**src/rtl/swbc_pkg.sv**
```systemverilog
// Shared types and constants for the swept box tile collision core.
package swbc_pkg;

   // Field widths
   localparam int TILE_W  = 6;   // tile_col / tile_row
   localparam int POS_W   = 14;  // unsigned Q6.8 position
   localparam int VEL_W   = 14;  // signed Q5.8 velocity
   localparam int DIM_W   = 11;  // Q3.8 box size registers
   localparam int HIT_W   = 7;
   localparam int SIDE_W  = 2;

   // Internal widths
   localparam int COORD_W    = 17;           // signed sample coordinate
   localparam int TILE_IDX_W = COORD_W - 9;  // tile index of a non-negative coordinate
   localparam int QUOT_W     = VEL_W + 1;    // signed per-step offset quotient
   localparam int LOOP_W     = 12;           // box sample offsets, one past the box size
   localparam int PTR_W      = 4;            // eight map reads plus the evaluation beat

   // Sample grid, Q.8 tile units
   localparam int ROW_PITCH  = 128;
   localparam int COL_PITCH  = 230;
   localparam int SIDE_REACH = 128;

   // Input item mode
   localparam logic MODE_WRITE = 1'b0;
   localparam logic MODE_PROBE = 1'b1;

   // Side flag codes
   localparam logic [SIDE_W-1:0] SIDE_NONE  = 2'd0;
   localparam logic [SIDE_W-1:0] SIDE_LEFT  = 2'd1;
   localparam logic [SIDE_W-1:0] SIDE_RIGHT = 2'd2;

   // Register indexes
   localparam int CSR_IDX_W = 1;
   localparam logic [CSR_IDX_W-1:0] CSR_HEIGHT = 1'b0;
   localparam logic [CSR_IDX_W-1:0] CSR_WIDTH  = 1'b1;

   localparam logic [DIM_W-1:0] DIM_RESET = 11'd256;

endpackage

```
**src/rtl/swbc_div.sv**
```systemverilog
// Floor division of a signed velocity by the step count through a reciprocal multiply.
module swbc_div #(
   parameter int DIVISOR = 100
) (
   input  logic                                    clock,
   input  logic                                    reset,
   input  logic                                    start,
   input  logic signed [swbc_pkg::VEL_W-1:0]       dividend,
   output logic                                    done,
   output logic signed [swbc_pkg::QUOT_W-1:0]      quot,
   output logic [$clog2(DIVISOR+1)-1:0]            rem
);

   import swbc_pkg::*;

   localparam int REM_W   = $clog2(DIVISOR + 1);
   localparam int SHIFT   = VEL_W + $clog2(DIVISOR);
   localparam int RECIP_W = VEL_W + 1;
   localparam int PROD_W  = VEL_W + RECIP_W;
   // rounded-up reciprocal, exact for every magnitude below 2**VEL_W
   localparam logic [RECIP_W-1:0] RECIP = RECIP_W'((64'd1 << SHIFT) / DIVISOR + 1);

   typedef enum logic [1:0] {
      DV_IDLE,
      DV_MUL,
      DV_REM,
      DV_FIX
   } div_state_type;

   div_state_type              state_ff, state_in;
   logic [VEL_W-1:0]           mag_ff, mag_in;     // dividend magnitude
   logic [VEL_W-1:0]           quo_ff, quo_in;     // magnitude quotient
   logic [REM_W-1:0]           part_ff, part_in;   // magnitude remainder
   logic                       neg_ff, neg_in;
   logic                       done_ff, done_in;
   logic signed [QUOT_W-1:0]   quot_ff, quot_in;
   logic [REM_W-1:0]           rem_ff, rem_in;

   logic [PROD_W-1:0]          prod;
   logic [VEL_W-1:0]           back;
   logic [VEL_W-1:0]           diff;

   // quotient by reciprocal, remainder by multiply back and subtract
   assign prod = PROD_W'(mag_ff) * PROD_W'(RECIP);
   assign back = quo_ff * VEL_W'(DIVISOR);
   assign diff = mag_ff - back;

   always_comb begin
      state_in = state_ff;
      mag_in   = mag_ff;
      quo_in   = quo_ff;
      part_in  = part_ff;
      neg_in   = neg_ff;
      done_in  = 1'b0;
      quot_in  = quot_ff;
      rem_in   = rem_ff;
      unique case (state_ff)
         DV_IDLE: begin
            if (start) begin
               neg_in   = dividend[VEL_W-1];
               mag_in   = dividend[VEL_W-1] ? VEL_W'(-dividend) : VEL_W'(dividend);
               state_in = DV_MUL;
            end
         end
         DV_MUL: begin
            quo_in   = VEL_W'(prod >> SHIFT);
            state_in = DV_REM;
         end
         DV_REM: begin
            part_in  = diff[REM_W-1:0];
            state_in = DV_FIX;
         end
         DV_FIX: begin
            // round toward minus infinity, remainder kept in 0..DIVISOR-1
            if (neg_ff && part_ff != '0) begin
               quot_in = ~QUOT_W'(quo_ff);
               rem_in  = REM_W'(DIVISOR) - part_ff;
            end else if (neg_ff) begin
               quot_in = -QUOT_W'(quo_ff);
               rem_in  = '0;
            end else begin
               quot_in = QUOT_W'(quo_ff);
               rem_in  = part_ff;
            end
            done_in  = 1'b1;
            state_in = DV_IDLE;
         end
         default: begin
            state_in = DV_IDLE;
         end
      endcase
   end

   always_ff @(posedge clock) begin
      if (reset) begin
         state_ff <= DV_IDLE;
         done_ff  <= 1'b0;
      end else begin
         state_ff <= state_in;
         done_ff  <= done_in;
      end
      mag_ff  <= mag_in;
      quo_ff  <= quo_in;
      part_ff <= part_in;
      neg_ff  <= neg_in;
      quot_ff <= quot_in;
      rem_ff  <= rem_in;
   end

   assign done = done_ff;
   assign quot = quot_ff;
   assign rem  = rem_ff;

endmodule

```
**config.mk**
```make
export PLATFORM = sky130hd
export DESIGN_NAME = swbc_div
export DESIGN_NICKNAME = d
export VERILOG_FILES = /design/src/rtl/swbc_pkg.sv /design/src/rtl/swbc_div.sv
export SDC_FILE = /design/constraint.sdc
export NUM_CORES = 1
export LEC_CHECK = 0
export ABC_CLOCK_PERIOD_IN_PS = 6800
export BUFFER_PORTS_ARGS = -buffer_cell sky130_fd_sc_hd__buf_2
export CORE_MARGIN = 10
export CORE_UTILIZATION = 35
export CTS_CLUSTER_DIAMETER = 80
export CTS_CLUSTER_SIZE = 40
export DETAILED_ROUTE_END_ITERATION = 6
export HOLD_SLACK_MARGIN = 0.02
export PLACE_DENSITY = 0.54
export SYNTH_ARGS = -nofsm -noshare
export SYNTH_HDL_FRONTEND = slang
export SYNTH_SLANG_ARGS = --single-unit
```
**constraint.sdc**
```tcl
create_clock -name clock -period 6.8 [get_ports clock]
set_input_delay 0.68 -clock clock [delete_from_list [all_inputs] [get_ports clock]]
set_output_delay 0.68 -clock clock [all_outputs]
set_load 0.005 [all_outputs]
```
==> results_dict.tcl, run 1 <==
set metrics [dict create \
    rsz0062_at_grt "false" \
    layout_commonest_cell "inv_1" \
    synthAdderAreaFrac 0.454 \
    route.detailed.drc 0 \
    cp_max_fo 8 \
    io_pins 40 \
    synthTopCellsByArea "edfxtp_1 (26%), ha_1 (23%), fa_1 (22%)" \
    antenna_found_initial 0 \
    clockRootBuffer "clkbuf_16" \
    criticalPathCategory "flop to flop" \
    cap_violations 0 \
    path_depth 14 \
    rrSetupSlack_ps 1810 \
    path_buf_inv 2 \
    yosys_register_bits 54 \
    muxShareOfSynthArea 0.00172 \
    place.gp.congestion 0.876 \
    critical-path-max-stage-delay_ps 670 \
    layout_common_cells "inv_1 (111), ha_1 (109), fa_1 (64)" \
    clkTransAtPathRegs_ps 70 \
    io_buffers 39 \
    grt_max_degree 25 \
    grt.overflow.total 0 \
    cts_buffers 5 \
    grt.total_usage 0.110 \
    hold_viol 0 \
    arrival_ps 5040 \
    endpoint_kind "flop" \
    startpoint_type "flop" \
    ctsResizeCount 0 \
    core-area_um2 16500 \
    netlist.area_leader.share 0.263 \
    htreeDepth 2 \
    nFillCells 1640 \
    die_h_um 149 \
    cts.sinks 54 \
    min_path_type "input port to flop" \
    grt_pass1_vias 3923 \
    cts_max_path_buffers 2 \
    synth_cells 511 \
    ys_seq_area_frac 0.273 \
    cp-startpoint "mag_ff[13]" \
    antenna_left 0 \
    critPathMostFrequentCell "fa_1" \
    routed_wl_um 11900 \
    viasPerCell 4.77 \
    worst_pin_slew_ps 942 \
    nets 742 \
    clock_latency_ps 300 \
    cts_setup_buffers 0 \
    r2r_end "quo_ff[3]" \
    antenna_cells 0 \
    start_util 0.354 \
    synth-edff-count 51 \
    fin_setup_tns_ps 0 \
    yosysTopAreaCell "edfxtp_1" \
    relSlewSlack 0.372 \
    synthDistinctLibCells 44 \
    synthArstFlopShare 0 \
    cts_tree "built" \
    synth_flop_cell "edfxtp_1" \
    hpwl_um 10400 \
    drt_iter0_drc 190 \
    num_vias 3688 \
    synth-simple-area-share 0.0571 \
    syn_to_final_growth_pct 10.2 \
    rr_worst_depth 14 \
    synth-xor-area-share 0.0511 \
    cp_top_family "adder cells" \
    cp.required_ps 6840 \
    synth-compound-area-share 0.0857 \
    clock_skew_ps 4.41 \
    synth_top_family_by_area "adder cells" \
    endpoint "quo_ff[3]" \
    cts_hold_buf 0 \
    status "finished clean" \
    min_period_ps 4990 \
    path_cells "fa_1 > ha_1 > inv_1 > fa_1 > fa_1 > fa_1 > inv_1 > ha_1 > nand3_1 > nor4_1 > nand4_1 > nand3_1 > a21oi_1 > xnor2_1" \
    die_w_um 149 \
    rr_startpoint "mag_ff[13]" \
    slowest_stage "edfxtp_1" \
    synth_area_um2 5830 \
    yosysWarnings 0 \
    wl_per_cell_um 15.5 \
    avgSynthCellArea_um2 11.4 \
    finalSetupViolations 0 \
    num_rows 47 \
    grt_pass1_wl_um 19800 \
    slew_violations 0 \
    dieArea_um2 22200 \
    layout-drive-gt1-share 0.101 \
    first_pass_iters 4 \
    syn-num-nets 701 \
    fmaxAchievable_mhz 200 \
    finalCritPeriodShare 0.734 \
]
## metal layers
layer	vias to the layer above	track usage	wire, µm
met5	-	0	0
met4	0	0.0132	15
met3	3	0.0234	421
met2	48	0.185	5820
met1	1822	0.147	5680
li1	1815	-	-
## cells in the mapped netlist (all sizes together), types with 2 or more instances
cell type,number
a211oi,4
a21o,8
a21oi,13
a221oi,2
a31oi,5
and2,3
buf,3
clkbuf,2
dfxtp,3
edfxtp,51
fa,64
ha,109
inv,111
nand2,20
nand2b,2
nand3,6
nand4,2
nand4b,2
nor2,5
nor2b,4
nor3,7
nor4,2
o211a,2
o211ai,2
o21a,2
o21ai,20
o31a,3
o31ai,5
o41ai,3
or3,2
or4,4
xnor2,29
xor2,5
## cell type report
type | count | area, µm² | share of cell area
clock buffers | 6 | 139 | 0.0216
flip-flops and latches | 54 | 1590 | 0.248
well taps | 220 | 275 | 0.0429
multi-input cells | 341 | 3780 | 0.590
inverters | 111 | 417 | 0.0649
clock inverters | 2 | 16.3 | 0.00253
repair buffers | 39 | 195 | 0.0304
## worst min path at each step
stage	endpoint	depth (start not counted)	start	slack, ps
global placement	state_ff[0]	2	state_ff[0]	540
CTS	done	2	reset	580
detailed placement	quot[6]	1	quo_ff[6]	570
floorplan	state_ff[1]	2	state_ff[1]	520
global route	done	2	reset	570
finish	done	2	reset	570
## registers in the layout, indices dropped and copies added, names as in the netlist
register  count
done          1
mag_ff       14
state_ff      2
quo_ff        8
rem           7
part_ff       7
quot         14
neg_ff        1
## logic make-up after synthesis
group	Yosys count
buf+inv	116
mux	1
simple gates	61
fa+ha+maj	173
compound gates	72
flops	54
xor+xnor	34
## worst register-to-register path, cell delays in order, from the launching register on
cell and delay (ps):
edfxtp_1 670, fa_1 520, ha_1 310, inv_1 80, fa_1 440, fa_1 520, fa_1 560, inv_1 50
ha_1 320, nand3_1 150, nor4_1 310, nand4_1 160, nand3_1 340, a21oi_1 150, xnor2_1 160
## stage by stage
step	hold slack, ps	std cells	cell area (µm²)	utilization	worst slack, ps
after floorplan	518	511	5830	-	2270
after global placement	542	765	6260	0.380	1800
after detailed placement	574	765	6260	0.380	1750
after CTS	576	773	6420	0.390	1740
after global routing	569	773	6420	0.390	1450
final	573	773	6420	0.390	1810
Power of run 1 is left out: the tool's default activity adds up to more than one toggle a clock period on the data nets, which glitch-free logic cannot reach.
==> run 2: changes to the inputs <==
--- a/config.mk
+++ b/config.mk
@@ -5,7 +5,7 @@
 export SDC_FILE = /design/constraint.sdc
 export NUM_CORES = 1
 export LEC_CHECK = 0
-export ABC_CLOCK_PERIOD_IN_PS = 6800
+export ABC_CLOCK_PERIOD_IN_PS = 5240
 export BUFFER_PORTS_ARGS = -buffer_cell sky130_fd_sc_hd__buf_2
 export CORE_MARGIN = 10
 export CORE_UTILIZATION = 35
==> constraint.sdc (replaced) <==
create_clock -name clock -period 5.24 [get_ports clock]
set_input_delay 0.524 -clock clock [delete_from_list [all_inputs] [get_ports clock]]
set_output_delay 0.524 -clock clock [all_outputs]
set_load 0.005 [all_outputs]
==> run 2 against run 1 <==
  * Worst setup slack lost 1500 ps
  * Critical path depth increased by 2
  * Register-to-register slack worse by 1500 ps
  * Sequential cell count unchanged
  * Sequential share of layout area about the same
  * Via count fell by 0.57%
  * Cell area down 0.12%
  * Cell count rose by 0.13%
  * Global-route usage down 0.51 points
  * Non-clock buffer count increased by 2
  * Critical endpoint is now quo_ff[4]
  * Largest cell class unchanged
==> results_dict.tcl, run 2 (synthesis results as in run 1) <==
set metrics [dict create \
    endpoint "quo_ff[4]" \
    criticalPathCategory "flop to flop" \
    drt_iter0_drc 198 \
    r2r_end "quo_ff[4]" \
    cts_setup_buffers 0 \
    clockRootBuffer "clkbuf_16" \
    cts_tree "built" \
    fin_setup_tns_ps 0 \
    antenna_found_initial 0 \
    route.detailed.drc 0 \
    cts_max_path_buffers 2 \
    first_pass_iters 4 \
    wl_per_cell_um 14.7 \
    min_path_type "input port to flop" \
    rr_worst_depth 16 \
    path_cells "inv_1 > fa_1 > inv_1 > ha_1 > fa_1 > fa_1 > inv_1 > fa_1 > inv_1 > ha_1 > nand3_1 > nor3_1 > a221oi_1 > nand3_1 > a31oi_1 > xnor2_1" \
    grt_max_degree 25 \
    critical-path-max-stage-delay_ps 570 \
    hold_viol 0 \
    path_depth 16 \
    cts_buffers 5 \
    cts.sinks 54 \
    cp_top_family "adder cells" \
    antenna_cells 0 \
    hold_path_depth 2 \
    num_vias 3667 \
    fin_util 0.389 \
    die_h_um 149 \
    worst_pin_slew_ps 940 \
    dieArea_um2 22200 \
    grt_pass1_vias 3856 \
    slowest_stage "fa_1" \
    routed_wl_um 11300 \
    relSlewSlack 0.373 \
    viasPerCell 4.74 \
    path_buf_inv 4 \
    cp_max_fo 7 \
    arrival_ps 4990 \
    nets 744 \
    htreeDepth 2 \
    rsz0062_at_grt "false" \
    hpwl_um 9880 \
    antenna_left 0 \
    finalSetupViolations 0 \
    rr_startpoint "mag_ff[5]" \
    ctsResizeCount 0 \
    num_rows 47 \
    layout_commonest_cell "inv_1" \
    io_pins 40 \
    cp.required_ps 5280 \
    syn_to_final_growth_pct 10.0 \
    cp-startpoint "mag_ff[5]" \
    rrSetupSlack_ps 290 \
    place.gp.congestion 0.846 \
    endpoint_kind "flop" \
    clock_latency_ps 290 \
    start_util 0.354 \
    grt.total_usage 0.105 \
    io_buffers 39 \
    clkTransAtPathRegs_ps 70 \
    slew_violations 0 \
    fmaxAchievable_mhz 202 \
    cts_hold_buf 0 \
    startpoint_type "flop" \
    die_w_um 149 \
    finalCritPeriodShare 0.944 \
    layout-drive-gt1-share 0.0993 \
    min_period_ps 4950 \
    cap_violations 0 \
    core-area_um2 16500 \
    clock_skew_ps 5.21 \
    layout_common_cells "inv_1 (111), ha_1 (109), fa_1 (64)" \
    status "finished clean" \
    grt_pass1_wl_um 18900 \
    grt.overflow.total 0 \
]
-- run 2: worst min path at each step --
stage	startpoint	end	slack [ps]
floorplan	state_ff[1]	state_ff[1]	520
global placement	state_ff[0]	state_ff[0]	540
detailed placement	state_ff[1]	state_ff[1]	570
CTS	reset	done	410
global route	reset	done	430
finish	reset	done	420
-- run 2: per-stage QoR --
step / setup WS (ps) / cell area (µm²) / instances / hold slack, ps
finish: 293 / 6410 / 774 / 424
CTS: 256 / 6410 / 774 / 414
detailed placement: 252 / 6280 / 767 / 568
floorplan: 707 / 5830 / 511 / 518
global placement: 322 / 6280 / 767 / 542
global route: 9.42 / 6410 / 774 / 430
-- run 2: cell type report --
cell class | instances | area, µm²
fill | 1655 | 10100
tap | 220 | 275
timing repair buffer | 41 | 210
inverter | 111 | 417
multi-input combinational | 341 | 3780
clock buffer | 7 | 133
sequential | 54 | 1590
-- run 2: routing by layer --
metal	GRT usage	up-vias	wire length (µm)	part of all wire
li1	-	1817	-	-
met2	0.171	69	5310	0.47
met3	0.0215	7	584	0.051
met5	0	-	0	0
met4	0.0182	0	83	0.0073
met1	0.143	1774	5360	0.47
-- run 2: worst reg2reg max path, cell delays in order (launching register included) --
cell	delay (ps)
edfxtp_1	520
inv_1	190
fa_1	570
inv_1	50
ha_1	220
fa_1	510
fa_1	490
inv_1	60
fa_1	530
inv_1	40
ha_1	300
nand3_1	160
nor3_1	70
a221oi_1	270
nand3_1	320
a31oi_1	300
xnor2_1	90
Power of run 2 is left out for the same reason.
==> run 3: changes to the inputs <==
--- a/config.mk
+++ b/config.mk
@@ -14,6 +14,7 @@
 export DETAILED_ROUTE_END_ITERATION = 6
 export HOLD_SLACK_MARGIN = 0.02
 export PLACE_DENSITY = 0.54
+export REMOVE_ABC_BUFFERS = 1
 export SYNTH_ARGS = -nofsm -noshare
 export SYNTH_HDL_FRONTEND = slang
 export SYNTH_SLANG_ARGS = --single-unit
==> run 3 against run 2 <==
  * Wire length is 2.2% higher
  * Die area stayed put
  * Cell count is 0.78% higher
  * Sequential share of layout area is 0.30 points lower
  * Sequential cell count stayed put
  * Maximum frequency is 1.0% lower
  * Critical path type unchanged
  * Highest routed layer unchanged
==> results_dict.tcl, run 3 (synthesis results as in run 1) <==
set metrics [dict create \
    endpoint_kind "flop" \
    antenna_found_initial 0 \
    hold_viol 0 \
    cts_buffers 5 \
    criticalPathCategory "flop to flop" \
    min_period_ps 5000 \
    routed_wl_um 11600 \
    viasPerCell 4.66 \
    critical-path-max-stage-delay_ps 540 \
    startpoint_type "flop" \
    grt.overflow.total 0 \
    status "finished clean" \
    layout_common_cells "inv_1 (111), ha_1 (109), fa_1 (64)" \
    cts.sinks 54 \
    arrival_ps 5040 \
    start_util 0.354 \
    relSlewSlack 0.337 \
    min_path_type "input port to flop" \
    dieArea_um2 22200 \
    clockRootBuffer "clkbuf_16" \
    grt_pass1_wl_um 19200 \
    clock_skew_ps 6.45 \
    slew_violations 0 \
    wl_per_cell_um 14.9 \
    met2_usage 0.176 \
    cap_violations 0 \
    met1_usage 0.147 \
    slowest_stage "fa_1" \
    dp.cells 767 \
    cp.required_ps 5280 \
    finalSetupViolations 0 \
    cts_hold_buf 0 \
    io_pins 40 \
    num_vias 3632 \
    hpwl_um 10000 \
    grt.busiest_layer "met2" \
    clock_latency_ps 290 \
    first_pass_iters 4 \
    path_buf_inv 4 \
    cts_tree "built" \
    die_w_um 149 \
    worst_pin_slew_ps 994 \
    grt.total_usage 0.107 \
    rsz0062_at_grt "false" \
    route.detailed.drc 0 \
    ctsResizeCount 0 \
    nFillCells 1631 \
    cts_setup_buffers 0 \
    place.gp.congestion 0.867 \
    fmaxAchievable_mhz 200 \
    htreeDepth 2 \
    num_rows 47 \
    stdcell_count 780 \
    antenna_cells 0 \
    nets 749 \
    use_met3 0.0179 \
    clkTransAtPathRegs_ps 70 \
    syn_to_final_growth_pct 11.4 \
    cp_max_fo 7 \
    cts_max_path_buffers 2 \
    drt_iter0_drc 164 \
    cp_top_family "adder cells" \
    grt_max_degree 25 \
    layout_commonest_cell "inv_1" \
    finalCritPeriodShare 0.954 \
    grt_pass1_vias 3826 \
    layout-drive-gt1-share 0.111 \
    path_cells "inv_1 > fa_1 > inv_1 > ha_1 > fa_1 > inv_1 > fa_1 > fa_1 > inv_1 > ha_1 > a21oi_1 > o21ai_0 > a221oi_1 > nand3_1 > a31oi_1 > xnor2_1" \
    antenna_left 0 \
    io_buffers 39 \
    core-area_um2 16500 \
    die_h_um 149 \
    fin_setup_tns_ps 0 \
]
==> run 3: changes by cell type in the layout (fill, tap and decap cells not counted) <==
| cell | delta |
|---|---|
| bufinv_16 | +1 |
| buf_4 | +5 |
| clkbuf_1 | -1 |
| clkbuf_8 | +1 |
==> run 3: cell type report <==
| cell class | instances | area (µm²) | area share |
|---|---|---|---|
| multi-input cells | 341 | 3780 | 0.583 |
| flip-flops and latches | 54 | 1590 | 0.245 |
| well taps | 220 | 275 | 0.0424 |
| inverters | 111 | 417 | 0.0642 |
| clock inverters | 1 | 30.0 | 0.00463 |
| clock buffers | 7 | 143 | 0.0220 |
| repair buffers | 46 | 248 | 0.0382 |
==> run 3: path summary, 6_finish.rpt <==
path	from	to	slack, ps	depth (start not counted)
min	reset	done	430	2
max reg2reg	mag_ff[5]	quo_ff[4]	240	16
min reg2reg	state_ff[1]	state_ff[1]	570	2
max	mag_ff[5]	quo_ff[4]	240	16
==> run 3: through the flow <==
step	area (µm²)	utilization	setup WS, ps	hold slack, ps
finish	6490	0.394	240	428
CTS	6450	0.392	208	419
global placement	6280	0.381	314	543
global route	6490	0.394	0.301	424
detailed placement	6280	0.381	256	568
floorplan	5790	-	707	518
==> run 3: routing by layer <==
layer	up-vias	routed length, µm
met5	-	0
met4	0	111
li1	1826	-
met2	47	5500
met3	9	328
met1	1750	5650
Power of run 3 is left out for the same reason.
